===== config.mk =====
export PLATFORM = sky130hd
export DESIGN_NAME = jvm_int_bytecode_executor
export DESIGN_NICKNAME = d
export VERILOG_FILES = /design/src/jibe_pkg.sv /design/src/jibe_stack.sv /design/src/jibe_locals.sv /design/src/jvm_int_bytecode_executor.sv
export SDC_FILE = /design/constraint.sdc
export NUM_CORES = 2
export LEC_CHECK = 0
export ABC_AREA = 1
export ABC_CLOCK_PERIOD_IN_PS = 22300
export BUFFER_PORTS_ARGS = -buffer_cell sky130_fd_sc_hd__buf_2
export CAP_MARGIN = 20
export CELL_PAD_IN_SITES_DETAIL_PLACEMENT = 1
export CELL_PAD_IN_SITES_GLOBAL_PLACEMENT = 1
export CORE_ASPECT_RATIO = 0.7
export CORE_MARGIN = 3
export CORE_UTILIZATION = 40
export CTS_CLUSTER_SIZE = 20
export DETAILED_ROUTE_END_ITERATION = 16
export HOLD_SLACK_MARGIN = 0.1
export PLACE_DENSITY_LB_ADDON = 0.12
export SKIP_LAST_GASP = 1
export SYNTH_ARGS = -nofsm -noshare
export SYNTH_HDL_FRONTEND = slang
export SYNTH_SLANG_ARGS = --single-unit

===== constraint.sdc =====
create_clock -name clock -period 22.3 [get_ports clock]
set_clock_uncertainty 0.1 [all_clocks]
set_input_delay 0 -clock clock [delete_from_list [all_inputs] [get_ports clock]]
set_output_delay 0 -clock clock [all_outputs]
set_load 0.02 [all_outputs]

===== src/jibe_pkg.sv =====
// Shared types, opcode constants and width helpers for the JVM int bytecode executor.
// No dependencies; imported by every module of the block.
package jibe_pkg;

   localparam int DEF_STACK_DEPTH = 16;
   localparam int DEF_LOCAL_COUNT = 16;

   // request payload: opcode, operand_high, operand_low
   localparam int REQ_W   = 24;
   localparam int PC_W    = 16;
   localparam int WORD_W  = 32;

   // opcodes handled by the block
   localparam logic [7:0] OP_ICONST_M1 = 8'h02;
   localparam logic [7:0] OP_ICONST_5  = 8'h08;
   localparam logic [7:0] OP_BIPUSH    = 8'h10;
   localparam logic [7:0] OP_ILOAD_0   = 8'h1a;
   localparam logic [7:0] OP_ILOAD_3   = 8'h1d;
   localparam logic [7:0] OP_ISTORE_0  = 8'h3b;
   localparam logic [7:0] OP_ISTORE_3  = 8'h3e;
   localparam logic [7:0] OP_IADD      = 8'h60;
   localparam logic [7:0] OP_IAND      = 8'h7e;
   localparam logic [7:0] OP_IINC      = 8'h84;
   localparam logic [7:0] OP_IF_ICMPEQ = 8'h9f;
   localparam logic [7:0] OP_IF_ICMPNE = 8'ha0;
   localparam logic [7:0] OP_IF_ICMPLT = 8'ha1;
   localparam logic [7:0] OP_IF_ICMPGE = 8'ha2;
   localparam logic [7:0] OP_IF_ICMPGT = 8'ha3;
   localparam logic [7:0] OP_IF_ICMPLE = 8'ha4;
   localparam logic [7:0] OP_GOTO      = 8'ha7;
   localparam logic [7:0] OP_IRETURN   = 8'hac;
   localparam logic [7:0] OP_RETURN    = 8'hb1;

   typedef enum logic [2:0] {
      ST_OK        = 3'd0,
      ST_UNKNOWN   = 3'd1,
      ST_FINISHED  = 3'd2,
      ST_OVERFLOW  = 3'd3,
      ST_UNDERFLOW = 3'd4,
      ST_BAD_LOCAL = 3'd5
   } status_type;

   typedef enum logic [2:0] {
      STK_HOLD,
      STK_PUSH,
      STK_POP1,
      STK_POP2,
      STK_BINOP
   } stk_op_type;

   typedef struct packed {
      logic                en;
      stk_op_type          op;
      logic [WORD_W-1:0]   value;
   } stack_cmd_type;

   // bits needed to hold a stack count from 0 to depth
   function automatic int depth_width(input int depth);
      return $clog2(depth + 1);
   endfunction

   // bits needed to index the local variable bank
   function automatic int local_addr_width(input int count);
      return (count > 1) ? $clog2(count) : 1;
   endfunction

   // response payload width, padded to whole bytes
   function automatic int rsp_width(input int depth);
      int bits;
      bits = 3 + PC_W + 1 + WORD_W + depth_width(depth);
      return (bits + 7) & ~7;
   endfunction

endpackage


===== src/jibe_stack.sv =====
// Operand stack as a shift register: entry 0 is always the top of stack.
// Depends on jibe_pkg for the stack command struct.
module jibe_stack #(
   parameter int STACK_DEPTH = jibe_pkg::DEF_STACK_DEPTH
) (
   input  logic                   clock,
   input  jibe_pkg::stack_cmd_type cmd,
   output logic [31:0]            top0,
   output logic [31:0]            top1,
   output logic [31:0]            next_top
);
   import jibe_pkg::*;

   logic [WORD_W-1:0] stk_ff [STACK_DEPTH];
   logic [WORD_W-1:0] stk_in [STACK_DEPTH];

   for (genvar i = 0; i < STACK_DEPTH; i++) begin : g_ent
      logic [WORD_W-1:0] below;
      logic [WORD_W-1:0] up1;
      logic [WORD_W-1:0] up2;
      logic [WORD_W-1:0] binop_val;

      if (i == 0) begin : g_top
         assign below     = cmd.value;
         assign binop_val = cmd.value;
      end else begin : g_deep
         assign below     = stk_ff[i-1];
         assign binop_val = up1;
      end

      // entries past the bottom hold their (unused) contents
      if (i + 1 < STACK_DEPTH) begin : g_up1
         assign up1 = stk_ff[i+1];
      end else begin : g_up1_end
         assign up1 = stk_ff[i];
      end

      if (i + 2 < STACK_DEPTH) begin : g_up2
         assign up2 = stk_ff[i+2];
      end else begin : g_up2_end
         assign up2 = stk_ff[i];
      end

      assign stk_in[i] = (cmd.op == STK_PUSH)  ? below :
                         (cmd.op == STK_POP1)  ? up1 :
                         (cmd.op == STK_POP2)  ? up2 :
                         (cmd.op == STK_BINOP) ? binop_val :
                                                 stk_ff[i];
   end

   always_ff @(posedge clock) begin
      if (cmd.en) begin
         stk_ff <= stk_in;
      end
   end

   assign top0     = stk_ff[0];
   assign top1     = stk_ff[1];
   assign next_top = stk_in[0];

endmodule


===== src/jibe_locals.sv =====
// Local variable bank: memory with registered read, per-entry valid bits for
// the clear-at-reset behavior, and a bypass for a same-cycle write. Uses jibe_pkg.
module jibe_locals #(
   parameter int LOCAL_COUNT = jibe_pkg::DEF_LOCAL_COUNT
) (
   input  logic                                                  clock,
   input  logic                                                  reset,
   input  logic                                                  rd_en,
   input  logic [jibe_pkg::local_addr_width(LOCAL_COUNT)-1:0]    rd_addr,
   input  logic                                                  wr_en,
   input  logic [jibe_pkg::local_addr_width(LOCAL_COUNT)-1:0]    wr_addr,
   input  logic [31:0]                                           wr_data,
   output logic [31:0]                                           rd_data
);
   import jibe_pkg::*;

   logic [WORD_W-1:0]      mem [LOCAL_COUNT];
   logic [LOCAL_COUNT-1:0] valid_ff;
   logic [WORD_W-1:0]      mem_q_ff;
   logic [WORD_W-1:0]      byp_data_ff;
   logic                   bypass_ff;
   logic                   vld_ff;

   always_ff @(posedge clock) begin
      if (wr_en) begin
         mem[wr_addr] <= wr_data;
      end
      if (rd_en) begin
         mem_q_ff    <= mem[rd_addr];
         byp_data_ff <= wr_data;
      end
   end

   always_ff @(posedge clock) begin
      if (reset) begin
         valid_ff  <= '0;
         bypass_ff <= 1'b0;
         vld_ff    <= 1'b0;
      end else begin
         if (wr_en) begin
            valid_ff[wr_addr] <= 1'b1;
         end
         if (rd_en) begin
            // a write landing in the read cycle wins over the stale array word
            bypass_ff <= wr_en && (wr_addr == rd_addr);
            vld_ff    <= valid_ff[rd_addr];
         end
      end
   end

   assign rd_data = bypass_ff ? byp_data_ff : (vld_ff ? mem_q_ff : '0);

endmodule


===== src/jvm_int_bytecode_executor.sv =====
// JVM int bytecode executor, top level. Uses jibe_pkg, jibe_stack, jibe_locals.
//
// Runs one JVM instruction per request (iconst, bipush, iload/istore 0-3, iadd,
// iand, iinc, if_icmp*, goto, return, ireturn) against an internal operand
// stack, local variable bank and 16-bit pc, and returns one response per
// request: status, next pc, branch taken, top of stack and stack depth.
// Throughput is one request per clock while rsp_tready is high. A request is
// taken into the input register and then executed; the response register is
// loaded by the execute cycle that writes stack, locals, pc and the response
// register together, and waits there while rsp_tready is low. The execute
// loop through the stack shift register and pc is what sets that rate; the
// local read is issued when the request is taken and bypasses a write from
// the instruction executing in the same cycle. The user must write the code
// size through the csr port only while no request is in flight; the block
// does not enforce this. Requests arriving once pc has reached the code size
// get status finished and change nothing.
module jvm_int_bytecode_executor #(
   parameter int STACK_DEPTH = jibe_pkg::DEF_STACK_DEPTH,
   parameter int LOCAL_COUNT = jibe_pkg::DEF_LOCAL_COUNT
) (
   input  logic                                      clock,
   input  logic                                      reset,
   // configuration: code size in bytes
   input  logic                                      csr_wr_en,
   input  logic [15:0]                               csr_wr_data,
   // request: [7:0] opcode, [15:8] operand_high, [23:16] operand_low
   input  logic                                      req_tvalid,
   output logic                                      req_tready,
   input  logic [jibe_pkg::REQ_W-1:0]                req_tdata,
   // response: [2:0] status, [18:3] next_pc, [19] branch_taken,
   // [51:20] top_value, then depth, zero padded to bytes
   output logic                                      rsp_tvalid,
   input  logic                                      rsp_tready,
   output logic [jibe_pkg::rsp_width(STACK_DEPTH)-1:0] rsp_tdata
);
   import jibe_pkg::*;

   localparam int SCW   = depth_width(STACK_DEPTH);
   localparam int LW    = local_addr_width(LOCAL_COUNT);
   localparam int RSP_W = rsp_width(STACK_DEPTH);

   // ---------------- input register ----------------
   logic             a_valid_ff;
   logic [7:0]       a_op_ff;
   logic [7:0]       a_hi_ff;
   logic [7:0]       a_lo_ff;
   logic             fire;
   logic             accept;

   // ---------------- architectural state ----------------
   logic [PC_W-1:0]  pc_ff;
   logic [PC_W-1:0]  code_size_ff;
   logic [SCW-1:0]   count_ff;

   // ---------------- response register ----------------
   logic             rsp_valid_ff;
   logic [RSP_W-1:0] rsp_data_ff;

   // execute-stage signals
   status_type        status_in;
   logic [PC_W-1:0]   pc_in;
   logic [SCW-1:0]    count_in;
   logic              taken;
   logic              ret_val;
   logic [WORD_W-1:0] top_value;
   stack_cmd_type     scmd;
   logic              lw_en;
   logic [LW-1:0]     lw_addr;
   logic [WORD_W-1:0] lw_data;
   logic [WORD_W-1:0] top0;
   logic [WORD_W-1:0] top1;
   logic [WORD_W-1:0] next_top;
   logic [WORD_W-1:0] local_val;

   // request-side local read address
   logic [7:0]        req_op;
   logic [7:0]        ld_idx;
   logic              req_is_load;
   logic [LW-1:0]     rd_addr;

   assign fire       = a_valid_ff && (!rsp_valid_ff || rsp_tready);
   assign req_tready = !a_valid_ff || fire;
   assign accept     = req_tvalid && req_tready;

   // iload reads its fixed slot, everything else reads the iinc index
   assign req_op      = req_tdata[7:0];
   assign ld_idx      = req_op - OP_ILOAD_0;
   assign req_is_load = (req_op >= OP_ILOAD_0) && (req_op <= OP_ILOAD_3);
   assign rd_addr     = req_is_load ? ld_idx[LW-1:0] : req_tdata[8 +: LW];

   always_ff @(posedge clock) begin
      if (accept) begin
         a_op_ff <= req_tdata[7:0];
         a_hi_ff <= req_tdata[15:8];
         a_lo_ff <= req_tdata[23:16];
      end
      if (fire) begin
         rsp_data_ff <= RSP_W'({count_in, top_value, taken, pc_in, status_in});
      end
   end

   always_ff @(posedge clock) begin
      if (reset) begin
         a_valid_ff   <= 1'b0;
         rsp_valid_ff <= 1'b0;
         pc_ff        <= '0;
         count_ff     <= '0;
         code_size_ff <= '0;
      end else begin
         if (accept) begin
            a_valid_ff <= 1'b1;
         end else if (fire) begin
            a_valid_ff <= 1'b0;
         end
         if (fire) begin
            rsp_valid_ff <= 1'b1;
            pc_ff        <= pc_in;
            count_ff     <= count_in;
         end else if (rsp_tready) begin
            rsp_valid_ff <= 1'b0;
         end
         if (csr_wr_en) begin
            code_size_ff <= csr_wr_data;
         end
      end
   end

   jibe_stack #(
      .STACK_DEPTH (STACK_DEPTH)
   ) u_stack (
      .clock    (clock),
      .cmd      (scmd),
      .top0     (top0),
      .top1     (top1),
      .next_top (next_top)
   );

   jibe_locals #(
      .LOCAL_COUNT (LOCAL_COUNT)
   ) u_locals (
      .clock   (clock),
      .reset   (reset),
      .rd_en   (accept),
      .rd_addr (rd_addr),
      .wr_en   (lw_en),
      .wr_addr (lw_addr),
      .wr_data (lw_data),
      .rd_data (local_val)
   );

   // ---------------- execute ----------------
   always_comb begin
      logic              full;
      logic              has1;
      logic              has2;
      logic              cond;
      logic [PC_W-1:0]   offset;
      logic [7:0]        st_idx;
      logic [WORD_W-1:0] bipush_val;
      logic [WORD_W-1:0] inc_val;

      full       = (count_ff >= SCW'(STACK_DEPTH));
      has1       = (count_ff != '0);
      has2       = (count_ff > SCW'(1));
      offset     = {a_hi_ff, a_lo_ff};
      st_idx     = a_op_ff - OP_ISTORE_0;
      bipush_val = {{24{a_hi_ff[7]}}, a_hi_ff};
      inc_val    = {{24{a_lo_ff[7]}}, a_lo_ff};

      case (a_op_ff)
         OP_IF_ICMPEQ: cond = (top1 == top0);
         OP_IF_ICMPNE: cond = (top1 != top0);
         OP_IF_ICMPLT: cond = ($signed(top1) <  $signed(top0));
         OP_IF_ICMPGE: cond = ($signed(top1) >= $signed(top0));
         OP_IF_ICMPGT: cond = ($signed(top1) >  $signed(top0));
         default:      cond = ($signed(top1) <= $signed(top0));
      endcase

      status_in  = ST_OK;
      pc_in      = pc_ff;
      count_in   = count_ff;
      taken      = 1'b0;
      ret_val    = 1'b0;
      scmd.op    = STK_HOLD;
      scmd.value = '0;
      lw_en      = 1'b0;
      lw_addr    = '0;
      lw_data    = '0;

      if (pc_ff >= code_size_ff) begin
         status_in = ST_FINISHED;
      end else if (a_op_ff >= OP_ICONST_M1 && a_op_ff <= OP_ICONST_5) begin
         if (full) begin
            status_in = ST_OVERFLOW;
         end else begin
            scmd.op    = STK_PUSH;
            scmd.value = {24'd0, a_op_ff} - 32'd3;
            count_in   = count_ff + SCW'(1);
            pc_in      = pc_ff + 16'd1;
         end
      end else if (a_op_ff == OP_BIPUSH) begin
         if (full) begin
            status_in = ST_OVERFLOW;
         end else begin
            scmd.op    = STK_PUSH;
            scmd.value = bipush_val;
            count_in   = count_ff + SCW'(1);
            pc_in      = pc_ff + 16'd2;
         end
      end else if (a_op_ff >= OP_ILOAD_0 && a_op_ff <= OP_ILOAD_3) begin
         if (full) begin
            status_in = ST_OVERFLOW;
         end else begin
            scmd.op    = STK_PUSH;
            scmd.value = local_val;
            count_in   = count_ff + SCW'(1);
            pc_in      = pc_ff + 16'd1;
         end
      end else if (a_op_ff >= OP_ISTORE_0 && a_op_ff <= OP_ISTORE_3) begin
         if (!has1) begin
            status_in = ST_UNDERFLOW;
         end else begin
            scmd.op  = STK_POP1;
            lw_en    = 1'b1;
            lw_addr  = st_idx[LW-1:0];
            lw_data  = top0;
            count_in = count_ff - SCW'(1);
            pc_in    = pc_ff + 16'd1;
         end
      end else if (a_op_ff == OP_IADD || a_op_ff == OP_IAND) begin
         if (!has2) begin
            status_in = ST_UNDERFLOW;
         end else begin
            scmd.op    = STK_BINOP;
            scmd.value = (a_op_ff == OP_IADD) ? (top1 + top0) : (top1 & top0);
            count_in   = count_ff - SCW'(1);
            pc_in      = pc_ff + 16'd1;
         end
      end else if (a_op_ff == OP_IINC) begin
         if ({1'b0, a_hi_ff} >= 9'(LOCAL_COUNT)) begin
            status_in = ST_BAD_LOCAL;
         end else begin
            lw_en   = 1'b1;
            lw_addr = a_hi_ff[LW-1:0];
            lw_data = local_val + inc_val;
            pc_in   = pc_ff + 16'd3;
         end
      end else if (a_op_ff >= OP_IF_ICMPEQ && a_op_ff <= OP_IF_ICMPLE) begin
         if (!has2) begin
            status_in = ST_UNDERFLOW;
         end else begin
            scmd.op  = STK_POP2;
            count_in = count_ff - SCW'(2);
            taken    = cond;
            pc_in    = cond ? (pc_ff + offset) : (pc_ff + 16'd3);
         end
      end else if (a_op_ff == OP_GOTO) begin
         taken = 1'b1;
         pc_in = pc_ff + offset;
      end else if (a_op_ff == OP_RETURN) begin
         pc_in = code_size_ff;
      end else if (a_op_ff == OP_IRETURN) begin
         if (!has1) begin
            status_in = ST_UNDERFLOW;
         end else begin
            scmd.op  = STK_POP1;
            ret_val  = 1'b1;
            count_in = count_ff - SCW'(1);
            pc_in    = code_size_ff;
         end
      end else begin
         status_in = ST_UNKNOWN;
      end

      // state only moves when the response register takes the result
      scmd.en = fire;
      lw_en   = lw_en && fire;

      if (ret_val) begin
         top_value = top0;
      end else if (count_in != '0) begin
         top_value = next_top;
      end else begin
         top_value = '0;
      end
   end

   assign rsp_tvalid = rsp_valid_ff;
   assign rsp_tdata  = rsp_data_ff;

endmodule

==> flow_results.org <==
** Run status
- The flow ran to the end, and the final reports show no timing, DRC or antenna violations.

** Global route
- All-layer global routing usage :: 0.265
- Wire length of the first global-routing pass :: 329000 um
- Summed over all layers, the global routing overflow is 0.
- Maximum number of pins on one net before global-route repair :: 207
- The number of global-route vias before repair was 50.0k.
- Initial antenna violation count :: 6

** Clocking
- The number of gates resized after CTS was 0.
- Clock Root Buffer :: sky130_fd_sc_hd__clkbuf_16
- For this design, the sink count on the clock tree is 1226.
- TritonCTS built the clock tree.
- The clock passes through at most 3 buffers.
- The clock reaches the later pin of the worst-skew pair after 800 ps.
- Clock transition at the registers of the reported paths :: 70 ps
- Count of hold buffers inserted by post-cts repair :: 113
- After clock tree synthesis, the setup repair step added 0 buffers.
- Counting the buffers created by CTS gives 121.
- The H-tree was split into 3 levels.

** Drt
- For this run, the detailed router's first-pass iteration total came to 5.
- The detailed router finished its first iteration with 5031 violations.
- Aggregate routed wire length :: 220000 um
- After detailed routing, the average wire length per cell comes to 25.3 um.
- The detailed router placed 50.8k vias in this run.
- Number of vias per cell after detailed routing :: 5.86
- Detailed-route DRC error count :: 0
- The count of nets left with antenna violations once routing finished came out at 0.

** Critical path
- Critical path, cell by cell :: inv_1, ha_1, inv_1, a41oi_1, nand2_2, inv_2, nor2_4, inv_2, a21oi_4, a22oi_4, nand2_8, clkinv_8, nor2_4, inv_4, nand2_4, nor2_4, a21oi_4, buf_4, buf_16, buf_4, buf_12, buf_4
- STA classifies the critical path endpoint as a flip-flop.
- The number of cells on the worst reg-to-reg path is 22.
- In this design, the stage delay of the slowest critical-path cell is 930 ps.
- Counting buffers and inverters, the worst setup path is 22 cells deep.
- Among cell families on the critical path, the largest total delay comes from buffers and inverters.
- By startpoint and endpoint, the worst setup path is classified as flip-flop to flip-flop.
- Critical path data required time :: 22600 ps
- For the worst setup path, the data arrival time is 9870 ps.
- Type of element launching the critical path :: flip-flop
- On the critical path, the stage with the largest delay is an instance of sky130_fd_sc_hd__buf_4.
- Along the worst path, the maximum fanout reaches 180.
- The number of buffers and inverters on the critical path is 11.

** Synthesis
- Ranked by total cell area, the synthesized netlist is headed by sky130_fd_sc_hd__edfxtp_1 56%, sky130_fd_sc_hd__nand2_1 7.7%, sky130_fd_sc_hd__o221ai_1 6.7%, sky130_fd_sc_hd__o21ai_0 5.0%, sky130_fd_sc_hd__inv_1 4.2%.
- Post-Synthesis Cell Area :: 0.0628 mm^2
- Number of flops mapped to enable cells by yosys :: 1169
- Sequential element share of the synthesized area :: 0.577
- Top cells by count, synth :: 1286 x sky130_fd_sc_hd__nand2_1, 1169 x sky130_fd_sc_hd__edfxtp_1, 697 x sky130_fd_sc_hd__inv_1, 629 x sky130_fd_sc_hd__o21ai_0, 558 x sky130_fd_sc_hd__nor2_1
- Gate count of the mapped netlist :: 6444
- Number of register bits inferred by synthesis :: 1226
- Fraction of synthesized cell area taken by the top area cell type :: 0.559
- Most used flip-flop cell after synthesis :: sky130_fd_sc_hd__edfxtp_1
- During synthesis, Yosys emitted a total of 0 warnings.
- In the synthesized netlist the async set-or-reset flop fraction comes to 0.
- Yosys mapped the design onto 71 distinct sky130hd cell types.
- Most common cell in the synthesized netlist :: sky130_fd_sc_hd__nand2_1
- The largest total area in the synthesized netlist belongs to sky130_fd_sc_hd__edfxtp_1.
- Average cell area after synthesis :: 9.75 um^2

** Placement
- Detailed placement ended at an HPWL of 139000 um.
- Before CTS, the worst setup slack after placement is 12570 ps.
- At the end of routability-driven placement, the weighted congestion stood at 0.937.
- The placed instances occupy a cell area of 0.0654 mm^2.
- Port buffering added 103 buffers.

** Timing
- Final setup margin :: 12720 ps
- Total of endpoints with negative setup slack in the final report :: 0
- Total negative slack :: 0 ps
- Worst max-slew margin expressed relative to the limit :: 0.129
- Setup repair after global routing left no endpoint under its margin.
- Count of pins over their slew limit :: 0
- The number of hold violations in the final report is 0.
- Upper clock frequency limit :: 104 MHz
- Crit share post-route :: 0.429
- Least-Margin Pin Slew :: 1310 ps
- Minimum clock period :: 9580 ps

** Die
- The die covers 0.162 mm^2.
- In this run the count of I/O pins placed on the die edge is 111.
- Initial core utilization :: 0.407
- Placement row count :: 120
- Area of the core :: 0.154 mm^2
- From left edge to right edge, the die measures 480 um.
- Die height :: 338 um

** Pwr
- Net switching power :: 1.68 mW
- The internal power of the cells totals 3.99 mW.
- Summed over all cells, the static leakage comes to 27.0 nW.
- IR analysis of the VDD net gives a maximum drop of 67.4 uV.
- Of the total power, the share spent switching nets is 0.296.
- Clock network fraction of design power :: 0.351
- Power share of the sequential group :: 0.480
- Power density of the placed cells :: 80.6 mW/mm^2
- Of the total power, combinational logic draws 0.170.

** Layout
- Layout cell share with drive strength beyond 1 :: 0.0739
- Measured on the finished design, the core utilization comes to 0.455.
- Area growth syn-to-layout :: 12.0%
- With fillers left out, the area of the finished cells amounts to 0.0704 mm^2.
- After the last flow step, the layout net total stands at 6686.
- In the final layout, the multi-input gates occupy 0.0224 mm^2.
- Total area of sequential cells :: 0.0362 mm^2
- Filler Cell Count :: 17.1k

** Min path
- In this run the worst hold path is classified as input port to flip-flop.
- The worst hold path was traced through 3 stages.

** Run
- Max-capacitance violation count :: 0
[final cells by class]
type / count / share of cell area
timing repair buffer: 331 / 0.0368
antenna: 2 / 0.0000711
clock buffer: 162 / 0.0455
tap: 2074 / 0.0369
multi-input combinational: 4092 / 0.319
sequential: 1226 / 0.515
clock inverter: 65 / 0.00749
inverter: 725 / 0.0394
[through the flow]
step / power (mW) / instances / hold slack [ps]
floorplan: 3.39 / 6450 / -1.13
global placement: 3.68 / 8328 / 78.7
detailed placement: 3.70 / 8330 / 79.2
CTS: 5.71 / 8670 / 226
global route: 5.92 / 8675 / 310
finish: 5.67 / 8677 / 311
[routing by layer]
layer / wire, um / global-route usage / up-vias
met5: 0 / 0 / -
met4: 4210 / 0.0559 / 0
met3: 12800 / 0.0352 / 227
met2: 94800 / 0.395 / 1460
met1: 108000 / 0.410 / 26058
li1: - / - / 23081
[layout by cell type, fill, tap and decap left out, types with 15 or more instances in the layout]
cell / Yosys / layout
sky130_fd_sc_hd__nand2_1: 1286 / 1284
sky130_fd_sc_hd__edfxtp_1: 1169 / 1169
sky130_fd_sc_hd__inv_1: 697 / 691
sky130_fd_sc_hd__o21ai_0: 629 / 628
sky130_fd_sc_hd__nor2_1: 558 / 537
sky130_fd_sc_hd__o221ai_1: 477 / 477
sky130_fd_sc_hd__a21oi_1: 323 / 319
sky130_fd_sc_hd__nand3_1: 199 / 199
sky130_fd_sc_hd__ha_1: 141 / 141
sky130_fd_sc_hd__clkbuf_16: 0 / 121
sky130_fd_sc_hd__dlygate4sd3_1: 0 / 113
sky130_fd_sc_hd__buf_4: 14 / 106
sky130_fd_sc_hd__buf_2: 63 / 104
sky130_fd_sc_hd__o211ai_1: 87 / 87
sky130_fd_sc_hd__o22ai_1: 68 / 68
sky130_fd_sc_hd__dfxtp_1: 57 / 57
sky130_fd_sc_hd__xor2_1: 51 / 51
sky130_fd_sc_hd__clkbuf_1: 294 / 39
sky130_fd_sc_hd__clkinv_1: 6 / 37
sky130_fd_sc_hd__nor3_1: 37 / 36
sky130_fd_sc_hd__a31oi_1: 31 / 31
sky130_fd_sc_hd__nor2_4: 8 / 26
sky130_fd_sc_hd__o21ai_1: 25 / 22
sky130_fd_sc_hd__inv_2: 18 / 18
sky130_fd_sc_hd__clkinv_2: 0 / 18
sky130_fd_sc_hd__a211oi_1: 18 / 15
sky130_fd_sc_hd__a221oi_1: 15 / 15
[flip-flops by register name (all words and copies together), names as in the netlist, 5 cells and up]
name,cells
a_hi_ff,8
a_lo_ff,8
a_op_ff,8
code_size_ff,16
count_ff,5
pc_ff,16
rsp_tdata,57
u_locals.byp_data_ff,32
u_locals.mem,512
u_locals.mem_q_ff,32
u_locals.valid_ff,16
u_stack.g_ent.below,64
u_stack.g_ent.binop_val,32
u_stack.g_ent.up2,352
u_stack.top0,32
u_stack.top1,32
[path summary, 6_finish.rpt]
check	slack, ps	to	start
worst max-delay path	12720	u_stack.g_ent[11].up2[19]$_DFFE_PP_	a_op_ff[0]$_DFFE_PP_
worst max register to register	12720	u_stack.g_ent[11].up2[19]$_DFFE_PP_	a_op_ff[0]$_DFFE_PP_
worst min register to register	350	u_stack.g_ent[13].up2[28]$_DFFE_PP_	u_stack.g_ent[12].up2[28]$_DFFE_PP_
worst min-delay path	310	u_locals.valid_ff[6]$_SDFFE_PP0P_	reset
[power by group through the flow]
stage	registers (mW)	logic (mW)	clock network, mW
floorplan	2.77	0.617	0
global placement	2.77	0.911	0
detailed placement	2.77	0.927	0
CTS	2.72	0.948	2.04
global route	2.73	1.06	2.14
finish	2.72	0.962	1.99
[logic make-up after synthesis]
group / count (synthesis) / share of synthesized area
xor+xnor: 59 / 0.00835
buf+inv: 1132 / 0.0705
other cells: 1 / 0.0000597
fa+ha+maj: 144 / 0.0290
flops: 1226 / 0.577
compound gates: 1733 / 0.177
simple gates: 2149 / 0.138
[tightest hold or removal path: stages]
cell,delay (ps)
sky130_fd_sc_hd__dlygate4sd3_1,530
sky130_fd_sc_hd__buf_2,440
sky130_fd_sc_hd__nor2_1,190
No activity file was read; power rests on OpenSTA's default activity.
